`config.mk`:
```
export PLATFORM = sky130hd
export DESIGN_NAME = keypad_key_qualifier_core
export DESIGN_NICKNAME = d
export VERILOG_FILES = /design/src/design/kkq_pkg.sv /design/src/design/kkq_cfg.sv /design/src/design/kkq_engine.sv /design/src/design/keypad_key_qualifier_core.sv
export SDC_FILE = /design/constraint.sdc
export NUM_CORES = 1
export LEC_CHECK = 0
export ABC_AREA = 0
export BUFFER_PORTS_ARGS = -buffer_cell sky130_fd_sc_hd__buf_4
export CORE_MARGIN = 3
export CORE_UTILIZATION = 50
export DETAILED_ROUTE_END_ITERATION = 8
export GPL_TIMING_DRIVEN = 0
export PLACE_DENSITY = 0.67
export SETUP_SLACK_MARGIN = 0.02
export SLEW_MARGIN = 0
export SYNTH_ARGS = -nofsm -noshare
export SYNTH_HDL_FRONTEND = slang
export SYNTH_SLANG_ARGS = --single-unit
```
`constraint.sdc`:
```
create_clock -name i_clk -period 8.6 [get_ports i_clk]
set_input_delay 0.43 -clock i_clk [delete_from_list [all_inputs] [get_ports i_clk]]
set_output_delay 0.43 -clock i_clk [all_outputs]
set_load 0.03 [all_outputs]
```
`src/design/kkq_pkg.sv`:
```
// ----------------------------------------------------------------------------
// kkq_pkg: shared types and constants for the keypad key qualifier
// Register indexes, reset values, key codes and the config bundle.
// ----------------------------------------------------------------------------
package kkq_pkg;

    localparam int unsigned CFG_IDX_W  = 3;
    localparam int unsigned CFG_DATA_W = 16;

    localparam logic [CFG_IDX_W-1:0] REG_SETTLE   = 3'd0;
    localparam logic [CFG_IDX_W-1:0] REG_MIN_INTV = 3'd1;
    localparam logic [CFG_IDX_W-1:0] REG_NOISE_WIN = 3'd2;
    localparam logic [CFG_IDX_W-1:0] REG_NOISE_LIM = 3'd3;
    localparam logic [CFG_IDX_W-1:0] REG_MUTE     = 3'd4;

    localparam logic [15:0] RST_SETTLE    = 16'd1500;
    localparam logic [15:0] RST_MIN_INTV  = 16'd80;
    localparam logic [15:0] RST_NOISE_WIN = 16'd1000;
    localparam logic [7:0]  RST_NOISE_LIM = 8'd6;
    localparam logic [15:0] RST_MUTE      = 16'd3000;

    localparam logic [7:0] KEY_NONE  = 8'h00;
    localparam logic [7:0] KEY_0     = 8'h30;
    localparam logic [7:0] KEY_9     = 8'h39;
    localparam logic [7:0] KEY_STAR  = 8'h2A;
    localparam logic [7:0] KEY_HASH  = 8'h23;
    localparam logic [7:0] KEY_A     = 8'h41;
    localparam logic [7:0] KEY_D     = 8'h44;
    localparam logic [7:0] COUNT_TOP = 8'hFF;

    typedef struct packed {
        logic [15:0] settle_ms;
        logic [15:0] min_interval_ms;
        logic [15:0] noise_window_ms;
        logic [7:0]  noise_limit;
        logic [15:0] mute_ms;
    } t_cfg;

    typedef struct packed {
        logic        key_valid;
        logic [7:0]  key_code;
        logic        clear_pin;
        logic        ready_res;
        logic        muted;
        logic [31:0] mute_left_ms;
    } t_result;

    function automatic logic key_supported(input logic [7:0] k);
        logic ok;
        ok = (k >= KEY_0 && k <= KEY_9) || (k == KEY_STAR) || (k == KEY_HASH)
            || (k >= KEY_A && k <= KEY_D);
        return ok;
    endfunction

endpackage

```
`src/design/kkq_cfg.sv`:
```
// ----------------------------------------------------------------------------
// kkq_cfg: configuration register file
// Five write-only settings, loaded with their defaults at reset.
// ----------------------------------------------------------------------------
module kkq_cfg (
    input  logic                             i_clk,
    input  logic                             i_rst_n,
    input  logic                             i_cfg_we,
    input  logic [kkq_pkg::CFG_IDX_W-1:0]    i_cfg_idx,
    input  logic [kkq_pkg::CFG_DATA_W-1:0]   i_cfg_wdata,
    output kkq_pkg::t_cfg                    o_cfg
);

    kkq_pkg::t_cfg r_cfg;

    always_ff @(posedge i_clk) begin
        if (!i_rst_n) begin
            r_cfg.settle_ms       <= kkq_pkg::RST_SETTLE;
            r_cfg.min_interval_ms <= kkq_pkg::RST_MIN_INTV;
            r_cfg.noise_window_ms <= kkq_pkg::RST_NOISE_WIN;
            r_cfg.noise_limit     <= kkq_pkg::RST_NOISE_LIM;
            r_cfg.mute_ms         <= kkq_pkg::RST_MUTE;
        end else if (i_cfg_we) begin
            unique case (i_cfg_idx)
                kkq_pkg::REG_SETTLE:    r_cfg.settle_ms       <= i_cfg_wdata;
                kkq_pkg::REG_MIN_INTV:  r_cfg.min_interval_ms <= i_cfg_wdata;
                kkq_pkg::REG_NOISE_WIN: r_cfg.noise_window_ms <= i_cfg_wdata;
                kkq_pkg::REG_NOISE_LIM: r_cfg.noise_limit     <= i_cfg_wdata[7:0];
                kkq_pkg::REG_MUTE:      r_cfg.mute_ms         <= i_cfg_wdata;
                default: ;
            endcase
        end
    end

    assign o_cfg = r_cfg;

endmodule

```
`src/design/kkq_engine.sv`:
```
// ----------------------------------------------------------------------------
// kkq_engine: key qualification state and next-state logic
// Settle, held-key, rate, mute and noise window state; one poll per step.
// ----------------------------------------------------------------------------
module kkq_engine (
    input  logic              i_clk,
    input  logic              i_rst_n,
    input  logic              i_step,
    input  logic [31:0]       i_now_ms,
    input  logic [7:0]        i_raw_key,
    input  kkq_pkg::t_cfg     i_cfg,
    output kkq_pkg::t_result  o_res
);

    logic        r_armed;
    logic [31:0] r_ready_at;
    logic [7:0]  r_held_key;
    logic [31:0] r_mute_until;
    logic [31:0] r_last_accept;
    logic [31:0] r_win_start;
    logic [7:0]  r_noise_cnt;

    logic        n_armed;
    logic [31:0] n_ready_at;
    logic [7:0]  n_held_key;
    logic [31:0] n_mute_until;
    logic [31:0] n_last_accept;
    logic [31:0] n_win_start;
    logic [7:0]  n_noise_cnt;

    logic [32:0] ready_sum;
    logic [32:0] mute_sum;
    logic        settled;
    logic        mute_active;
    logic        too_soon;
    logic        win_open;
    logic [31:0] since_last;
    logic [31:0] since_win;
    logic [7:0]  cnt_base;
    logic [7:0]  cnt_inc;
    logic        new_key;
    logic        qualified;
    logic        mute_start;

    always_comb begin
        ready_sum   = {1'b0, i_now_ms} + {17'd0, i_cfg.settle_ms};
        mute_sum    = {1'b0, i_now_ms} + {17'd0, i_cfg.mute_ms};
        // a freshly armed deadline has passed if it wrapped or is zero away
        if (!r_armed) begin
            settled = ready_sum[32] || (i_cfg.settle_ms == 16'd0);
        end else begin
            settled = (i_now_ms >= r_ready_at);
        end
        mute_active = (r_mute_until > i_now_ms);
        since_last  = i_now_ms - r_last_accept;
        since_win   = i_now_ms - r_win_start;
        too_soon    = (since_last < {16'd0, i_cfg.min_interval_ms});
        win_open    = (r_win_start == 32'd0) || (since_win > {16'd0, i_cfg.noise_window_ms});
        cnt_base    = win_open ? 8'd0 : r_noise_cnt;
        cnt_inc     = (cnt_base == kkq_pkg::COUNT_TOP) ? cnt_base : cnt_base + 8'd1;
        new_key     = settled && (i_raw_key != kkq_pkg::KEY_NONE) && (r_held_key != i_raw_key);
        qualified   = new_key && kkq_pkg::key_supported(i_raw_key) && !mute_active && !too_soon;
        mute_start  = qualified && (cnt_inc > i_cfg.noise_limit);

        n_armed       = 1'b1;
        n_ready_at    = r_armed ? r_ready_at : ready_sum[31:0];
        n_held_key    = r_held_key;
        n_mute_until  = r_mute_until;
        n_last_accept = r_last_accept;
        n_win_start   = r_win_start;
        n_noise_cnt   = r_noise_cnt;

        if (settled) begin
            n_held_key = i_raw_key;
        end
        if (mute_start) begin
            n_mute_until = mute_sum[31:0];
            n_win_start  = 32'd0;
            n_noise_cnt  = 8'd0;
        end else if (qualified) begin
            n_win_start   = win_open ? i_now_ms : r_win_start;
            n_noise_cnt   = cnt_inc;
            n_last_accept = i_now_ms;
        end

        o_res.key_valid = qualified && !mute_start;
        o_res.key_code  = o_res.key_valid ? i_raw_key : kkq_pkg::KEY_NONE;
        o_res.clear_pin = mute_start;
        o_res.ready_res = settled;
        // new deadline lies after now unless it wrapped or mute_ms is zero
        if (mute_start) begin
            o_res.muted        = !mute_sum[32] && (i_cfg.mute_ms != 16'd0);
            o_res.mute_left_ms = o_res.muted ? {16'd0, i_cfg.mute_ms} : 32'd0;
        end else begin
            o_res.muted        = mute_active;
            o_res.mute_left_ms = mute_active ? (r_mute_until - i_now_ms) : 32'd0;
        end
    end

    always_ff @(posedge i_clk) begin
        if (!i_rst_n) begin
            r_armed       <= 1'b0;
            r_ready_at    <= 32'd0;
            r_held_key    <= kkq_pkg::KEY_NONE;
            r_mute_until  <= 32'd0;
            r_last_accept <= 32'd0;
            r_win_start   <= 32'd0;
            r_noise_cnt   <= 8'd0;
        end else if (i_step) begin
            r_armed       <= n_armed;
            r_ready_at    <= n_ready_at;
            r_held_key    <= n_held_key;
            r_mute_until  <= n_mute_until;
            r_last_accept <= n_last_accept;
            r_win_start   <= n_win_start;
            r_noise_cnt   <= n_noise_cnt;
        end
    end

endmodule

```
`src/design/keypad_key_qualifier_core.sv`:
```
// ----------------------------------------------------------------------------
// keypad_key_qualifier_core: polled keypad key qualifier
// Settle delay, held-key suppression, rate limit and noise mute per poll.
// ----------------------------------------------------------------------------
// Usage:
//   Input channel: i_in_valid / o_in_stall carry one poll word (timestamp in
//   ms and raw key code). Output channel: o_out_valid / i_out_stall carry one
//   result word per poll, in poll order.
//   A word is taken when valid is high and stall is low at a clock edge.
//   A poll passes an input register, the qualification logic and the result
//   register from input accept to output valid. Throughput is one poll per
//   cycle while the receiver does not stall; the qualifier state is updated
//   in the same cycle the result register loads, so the next poll sees it
//   directly. On a receiver stall the result register holds its word and
//   an empty input register takes one more poll; then o_in_stall rises.
//   Settings are written through i_cfg_we / i_cfg_idx / i_cfg_wdata while
//   no poll is in flight; unknown indexes are ignored.
//   Reset (i_rst_n low, synchronous) empties both registers, clears all
//   qualifier state and loads the default settings.
// ----------------------------------------------------------------------------
module keypad_key_qualifier_core (
    input  logic                            i_clk,
    input  logic                            i_rst_n,
    input  logic                            i_cfg_we,
    input  logic [kkq_pkg::CFG_IDX_W-1:0]   i_cfg_idx,
    input  logic [kkq_pkg::CFG_DATA_W-1:0]  i_cfg_wdata,
    input  logic                            i_in_valid,
    output logic                            o_in_stall,
    input  logic [31:0]                     i_now_ms,
    input  logic [7:0]                      i_raw_key,
    output logic                            o_out_valid,
    input  logic                            i_out_stall,
    output logic                            o_key_valid,
    output logic [7:0]                      o_key_code,
    output logic                            o_clear_pin,
    output logic                            o_ready_res,
    output logic                            o_muted,
    output logic [31:0]                     o_mute_left_ms
);

    kkq_pkg::t_cfg    cfg;
    kkq_pkg::t_result res;

    logic        r_in_valid;
    logic [31:0] r_now_ms;
    logic [7:0]  r_raw_key;
    logic        r_out_valid;
    kkq_pkg::t_result r_res;

    logic advance;
    logic in_take;

    assign advance    = r_in_valid && (!r_out_valid || !i_out_stall);
    assign o_in_stall = r_in_valid && !advance;
    assign in_take    = i_in_valid && !o_in_stall;

    kkq_cfg u_cfg (
        .i_clk       (i_clk),
        .i_rst_n     (i_rst_n),
        .i_cfg_we    (i_cfg_we),
        .i_cfg_idx   (i_cfg_idx),
        .i_cfg_wdata (i_cfg_wdata),
        .o_cfg       (cfg)
    );

    kkq_engine u_engine (
        .i_clk     (i_clk),
        .i_rst_n   (i_rst_n),
        .i_step    (advance),
        .i_now_ms  (r_now_ms),
        .i_raw_key (r_raw_key),
        .i_cfg     (cfg),
        .o_res     (res)
    );

    always_ff @(posedge i_clk) begin
        if (!i_rst_n) begin
            r_in_valid <= 1'b0;
        end else if (in_take) begin
            r_in_valid <= 1'b1;
        end else if (advance) begin
            r_in_valid <= 1'b0;
        end
    end

    always_ff @(posedge i_clk) begin
        if (in_take) begin
            r_now_ms  <= i_now_ms;
            r_raw_key <= i_raw_key;
        end
    end

    always_ff @(posedge i_clk) begin
        if (!i_rst_n) begin
            r_out_valid <= 1'b0;
        end else if (advance) begin
            r_out_valid <= 1'b1;
        end else if (!i_out_stall) begin
            r_out_valid <= 1'b0;
        end
    end

    always_ff @(posedge i_clk) begin
        if (advance) begin
            r_res <= res;
        end
    end

    assign o_out_valid    = r_out_valid;
    assign o_key_valid    = r_res.key_valid;
    assign o_key_code     = r_res.key_code;
    assign o_clear_pin    = r_res.clear_pin;
    assign o_ready_res    = r_res.ready_res;
    assign o_muted        = r_res.muted;
    assign o_mute_left_ms = r_res.mute_left_ms;

    // a mute-start poll never also delivers a key
    a_key_xor_clear: assert property (@(posedge i_clk) disable iff (!i_rst_n)
        o_out_valid |-> !(o_key_valid && o_clear_pin))
        else $error("key event and pin clear on the same word");

    // a key event only after settling, and with a real code
    a_key_settled: assert property (@(posedge i_clk) disable iff (!i_rst_n)
        (o_out_valid && o_key_valid) |-> (o_ready_res && o_key_code != kkq_pkg::KEY_NONE))
        else $error("key event before settle or with empty code");

    // remaining mute time agrees with the mute flag
    a_mute_left: assert property (@(posedge i_clk) disable iff (!i_rst_n)
        o_out_valid |-> (o_muted == (o_mute_left_ms != 32'd0)))
        else $error("mute flag and remaining time disagree");

    // a stalled result is not dropped
    a_out_hold: assert property (@(posedge i_clk) disable iff (!i_rst_n)
        (o_out_valid && i_out_stall) |=> o_out_valid)
        else $error("stalled result word lost");

endmodule
```
After elaboration in Yosys (flattened, before gate mapping)
Index checks and enable logic that the tools add are counted. Widths: inputs -> output; s select.

Input bits: 64. Output and inout port bits: 46. Bits in registers: 303. Word-level logic and storage cells: 109.

Reductions and logical operators: 46. Add/subtract/negate cells: 6. Muxes and demuxes: 15. $lt $le $gt $ge: 9. Bitwise operators: 2. Eq/ne operators: 9.

Operators by type and width (number): $mux 32 (4); $sub 32x32->32 (3); $add 32x16->33 (2); $mux 33 (1); $ge 32x32->1 (1); $gt 32x16->1 (1); $gt 32x32->1 (1); $logic_not 32->1 (1); $lt 32x16->1 (1); $mux 8 (4); $reduce_and 2->1 (9); $eq 8x6->1 const B (2); $logic_not 16->1 (1); $mux 16 (1); $reduce_bool 16->1 (1); $logic_and 1x1->1 (13); $add 8x1->8 const B (1); $eq 8x8->1 const B (1); $ge 8x6->1 const B (1); $ge 8x7->1 const B (1); $gt 8x8->1 (1); $le 8x6->1 const B (1); $le 8x7->1 const B (1); $logic_not 1->1 (8); other kinds (12) (26).

Depth between registers and ports, before layout
Word-level depth: 11. Gate-level depth with buffers: 40. Mapped depth without buffers: 39.

Modules after synthesis
From an unflattened synthesis, not the netlist that was laid out.

Cells, all modules: 2319. Area, all modules: 20372.0 um2.

Modules (own cells, without submodules): kkq_engine (cells an instance 1957, area an instance 14979.4 um2, sequential area each 2902.8 um2, instances 1); kkq_cfg (cells an instance 270, area an instance 2786.4 um2, sequential area each 1441.4 um2, instances 1); keypad_key_qualifier_core (cells an instance 92, area an instance 2606.2 um2, sequential area each 2562.5 um2, instances 1).

Worst setup path before layout
Ideal clock, no wire load.

Path kind: flip-flop to flip-flop. Start point: reg r_now_ms[1]. End point: reg u_engine.r_mute_until[11]. Required time: 8.472 ns. Library setup time: 0.128 ns. Path buffers: 1. Cell stages (with the launch flop): 40. Arrival time: 7.630 ns. Slack: 0.842 ns. Clock period less this slack: 7.758 ns. Cell sequence: edfxtp_1 inv_1 fa_1 nand2b_1 a21o_1 a31oi_1 nand3_1 o21ai_0 o21ai_0 nand2b_1 a21oi_1 xnor2_1 ha_1 a21o_1 a21oi_1 o211a_1 o221ai_1 a31oi_1 [4 not listed] ha_1 and3_1 and2_1 nand3_1 mux2_2 ha_1 nor2b_1 o21a_1 o21ai_0 nand2b_1 a21oi_1 o21a_1 a21oi_1 nand3_1 a311oi_4 buf_4 mux2i_1 nor2_1.

Longest elaborated chain between the ends: 10. Elaborated cells between the ends (all ways): 25. Classes of those cells: add/sub: 5; order compare: 5; eq/ne: 1; mux: 3; reduce/logical: 11.

Ends and longest elaborated chain: start: declaration (RTL line keypad_key_qualifier_core.sv:45) `logic [31:0] r_now_ms;`; start signal: assignment (RTL line keypad_key_qualifier_core.sv:88) `r_now_ms <= i_now_ms;`; branches (longest 10 deep; another with $sub 32x32->32); end signal: assignment (RTL line kkq_engine.sv:113) `r_mute_until <= n_mute_until;`; end: declaration (RTL line kkq_engine.sv:18) `logic [31:0] r_mute_until;`.

Parallel ways; which one is timed is not known. A chain may end at the register's enable or synchronous reset.

Worst setup path after layout
Start point: reg r_now_ms[1]. End point: reg u_engine.r_mute_until[4].

Same word-level chain as after synthesis.

==> results.txt <==
Via count: 18900
Avg WL per Cell: 20.4 µm
Part of the cycle the worst path needs: 96.0%
H-tree depth: 2
Worst-Margin Slew: 1030 ps
Ratio of cells with drive above 1 in the final layout: 9.93%
Final Cell Area: 23500 µm²
Net Count, Synth: 2704
Main synth FF type: dfxtp_1
Power Density: 159 nW/µm²
CP Max Fanout: 8
Max Cap Viol: 0
Worst VDD drop: 161 µV
Die height: 208 µm
Boundary pin count: 110
Count of state elements after synthesis: 303
Die ar.: 43400 µm²
Core area: 40100 µm²
Arrival @ worst endpoint: 8750 ps
Post-synthesis compound-gate area fraction: 22.2%
Drt first pass iters: 6
Area contributors post-synth: dfxtp_1 (21%), edfxtp_1 (12%), ha_1 (12%)
RD Place Congestion: 0.929
GR Overflow Total: 0
Drt drc: 0
DP HPWL: 48.3 mm
Synth-to-layout area growth: 14.8%
Adder-cell area share of the yosys netlist: 12.6%
Share of the yosys chip area belonging to registers: 33.7%
Detailed Route WL: 64.5 mm
Antenna cells: 0
Required @ worst endpoint: 9100 ps
Post-synth EDFFs: 84
Hold-fix buffers at CTS: 0
Synth Area per Inst: 8.40 µm²
Placed Area: 22000 µm²
Final min period: 8250 ps
GRT Util Overall: 29.1%
Die width: 208 µm
Top-count cell post-synth: nand2_1
Async SR Flop Fraction: 0%
Placement row count: 73
Port Buffers: 109
Commonest cells in the netlist: nand2_1 (262), a21oi_1 (235), dfxtp_1 (219)
Synth warn: 0
Final Max Tran Viols: 0
Mux contribution to synthesized area: 1.93%
HP Class: input pin to flip-flop
Crit path capture type: flip-flop
Netlist cell types: 93
Final setup viols: 0
Post-Synthesis Cells: 2437
Initial core utilization: 51.1%
Vias per std cell: 5.99
First-pass GRT wire length: 101 mm
Final core utilization: 58.6%
Status: finished clean
Post-Syn Area: 20500 µm²
Fmax: 121 MHz
Slowest cell on the critical path: o41ai_4
Antenna-violating nets left: 0
CTS tree: built
Starting DRT DRC Count: 1600
Pleak: 9.41 nW
Longest Clk Path Bufs: 3
Clk pin slew, worst setup/hold paths: 60 ps
Root Driver: clkbuf_16
Post-synth top area share: 21.4%
CP max stage delay: 460 ps
Post-synthesis xor/xnor area fraction: 5.26%
Clk_lat worst skew: 560 ps
Post-Synth Simple-Gate Area: 18.3%
Largest family of logic cells by synthesized area: compound AO/OA/AOI/OAI gates
Skew final: 9.50 ps
Critical path class: flip-flop to flip-flop
Total CTS buffers: 37
Final hold viol count: 0
Max-slew headroom: 30.7%
Total power: 0.00373 W
Cell accounting for the most synthesized area: dfxtp_1
Clock sinks: 303
Largest net degree at the start of global routing: 32
Final Net Count: 2877
Initial antenna violation count: 0
Number of global-route vias before repair: 18200
Setup crit start kind: flip-flop
==> through the flow <==
stage / setup WS [ps] / cells / TNS (ps) / hold slack, ps
after global placement: -1870 / 3071 / -170340 / 439
after CTS: 38.2 / 3150 / 0 / 16.5
after detailed placement: -1870 / 3073 / -182550 / 445
after global routing: -24.6 / 3164 / -96.2 / 21.7
final: 348 / 3164 / 0 / 41.5
after floorplan: 842 / 2437 / 0 / 432
==> final timing paths <==
kind / endpoint / depth (start not counted) / slack, ps / start
setup / recovery: u_engine.r_mute_until[4] / 39 / 350 / r_now_ms[1]
hold / removal: r_raw_key[5] / 1 / 40 / i_raw_key[5]
setup reg to reg: u_engine.r_mute_until[4] / 39 / 350 / r_now_ms[1]
hold reg to reg: u_engine.r_ready_at[15] / 2 / 450 / u_engine.r_ready_at[15]
==> kinds of logic after synthesis <==
group | after synthesis
flip-flops | 303
other | 1
AO/OA/AOI/OAI | 693
AND/OR/NAND/NOR | 766
adder cells (fa/ha/maj) | 203
multiplexers | 39
buffers and inverters | 309
XOR/XNOR | 123
==> flip-flops by register name (all words and copies together), names as in the netlist, 8 cells and up <==
register / flops
o_key_code: 8
o_mute_left_ms: 32
r_now_ms: 32
r_raw_key: 8
u_cfg.o_cfg: 72
u_engine.r_held_key: 8
u_engine.r_last_accept: 32
u_engine.r_mute_until: 32
u_engine.r_noise_cnt: 8
u_engine.r_ready_at: 32
u_engine.r_win_start: 32
==> area by class of cell <==
type                       instances  area [µm²]
fill                            3623       16600
multi-input combinational       1825       12500
sequential                       303        6910
timing repair buffer             135        1060
clock buffer                      52        1020
inverter                         214         807
tap                              525         657
buffer                            94         425
clock inverter                    16         155
==> critical path: cells and delay by family, from the launching register on <==
| kind | cells | cell delay (ps) |
|---|---|---|
| AO/OA/AOI/OAI | 17 | 3360 |
| AND/OR/NAND/NOR | 12 | 1920 |
| adder cells (fa/ha/maj) | 4 | 1100 |
| multiplexers | 2 | 660 |
| buffers and inverters | 3 | 520 |
| flip-flops | 1 | 410 |
| XOR/XNOR | 1 | 190 |
==> where the power goes <==
part	total (W)	internal (W)	switching [W]
Sequential	0.00157	0.00151	0.0000577
Combinational	0.000607	0.000239	0.000368
Clock	0.00155	0.000899	0.000653
Total	0.00373	0.00265	0.00108
==> cells in the final DEF (no fill, tap or decap), drive strengths merged, types with 41 or more instances in the layout <==
cell    instances
nand2         262
a21oi         237
dfxtp         219
inv           216
ha            198
buf           153
nor2          148
o21ai         128
clkbuf        128
xnor2          97
nand3          95
edfxtp         84
a21o           74
nand4          41
==> what timing repair did <==
item / 4_1_cts / 5_1_grt
resized for setup: 8 / 25
pin swaps: 4 / 11
buffers inserted: 9 / 15
endpoints found under the setup margin: 130 / 129
==> layer usage <==
layer  part of all wire, %  track usage [%]  wire length, µm
met1                    45             39.8            28800
met5                     0                0                0
met3                   8.0             5.85             5150
met2                    43             44.6            27600
met4                   4.5             12.7             2890
(Power assumes the default switching activity.)
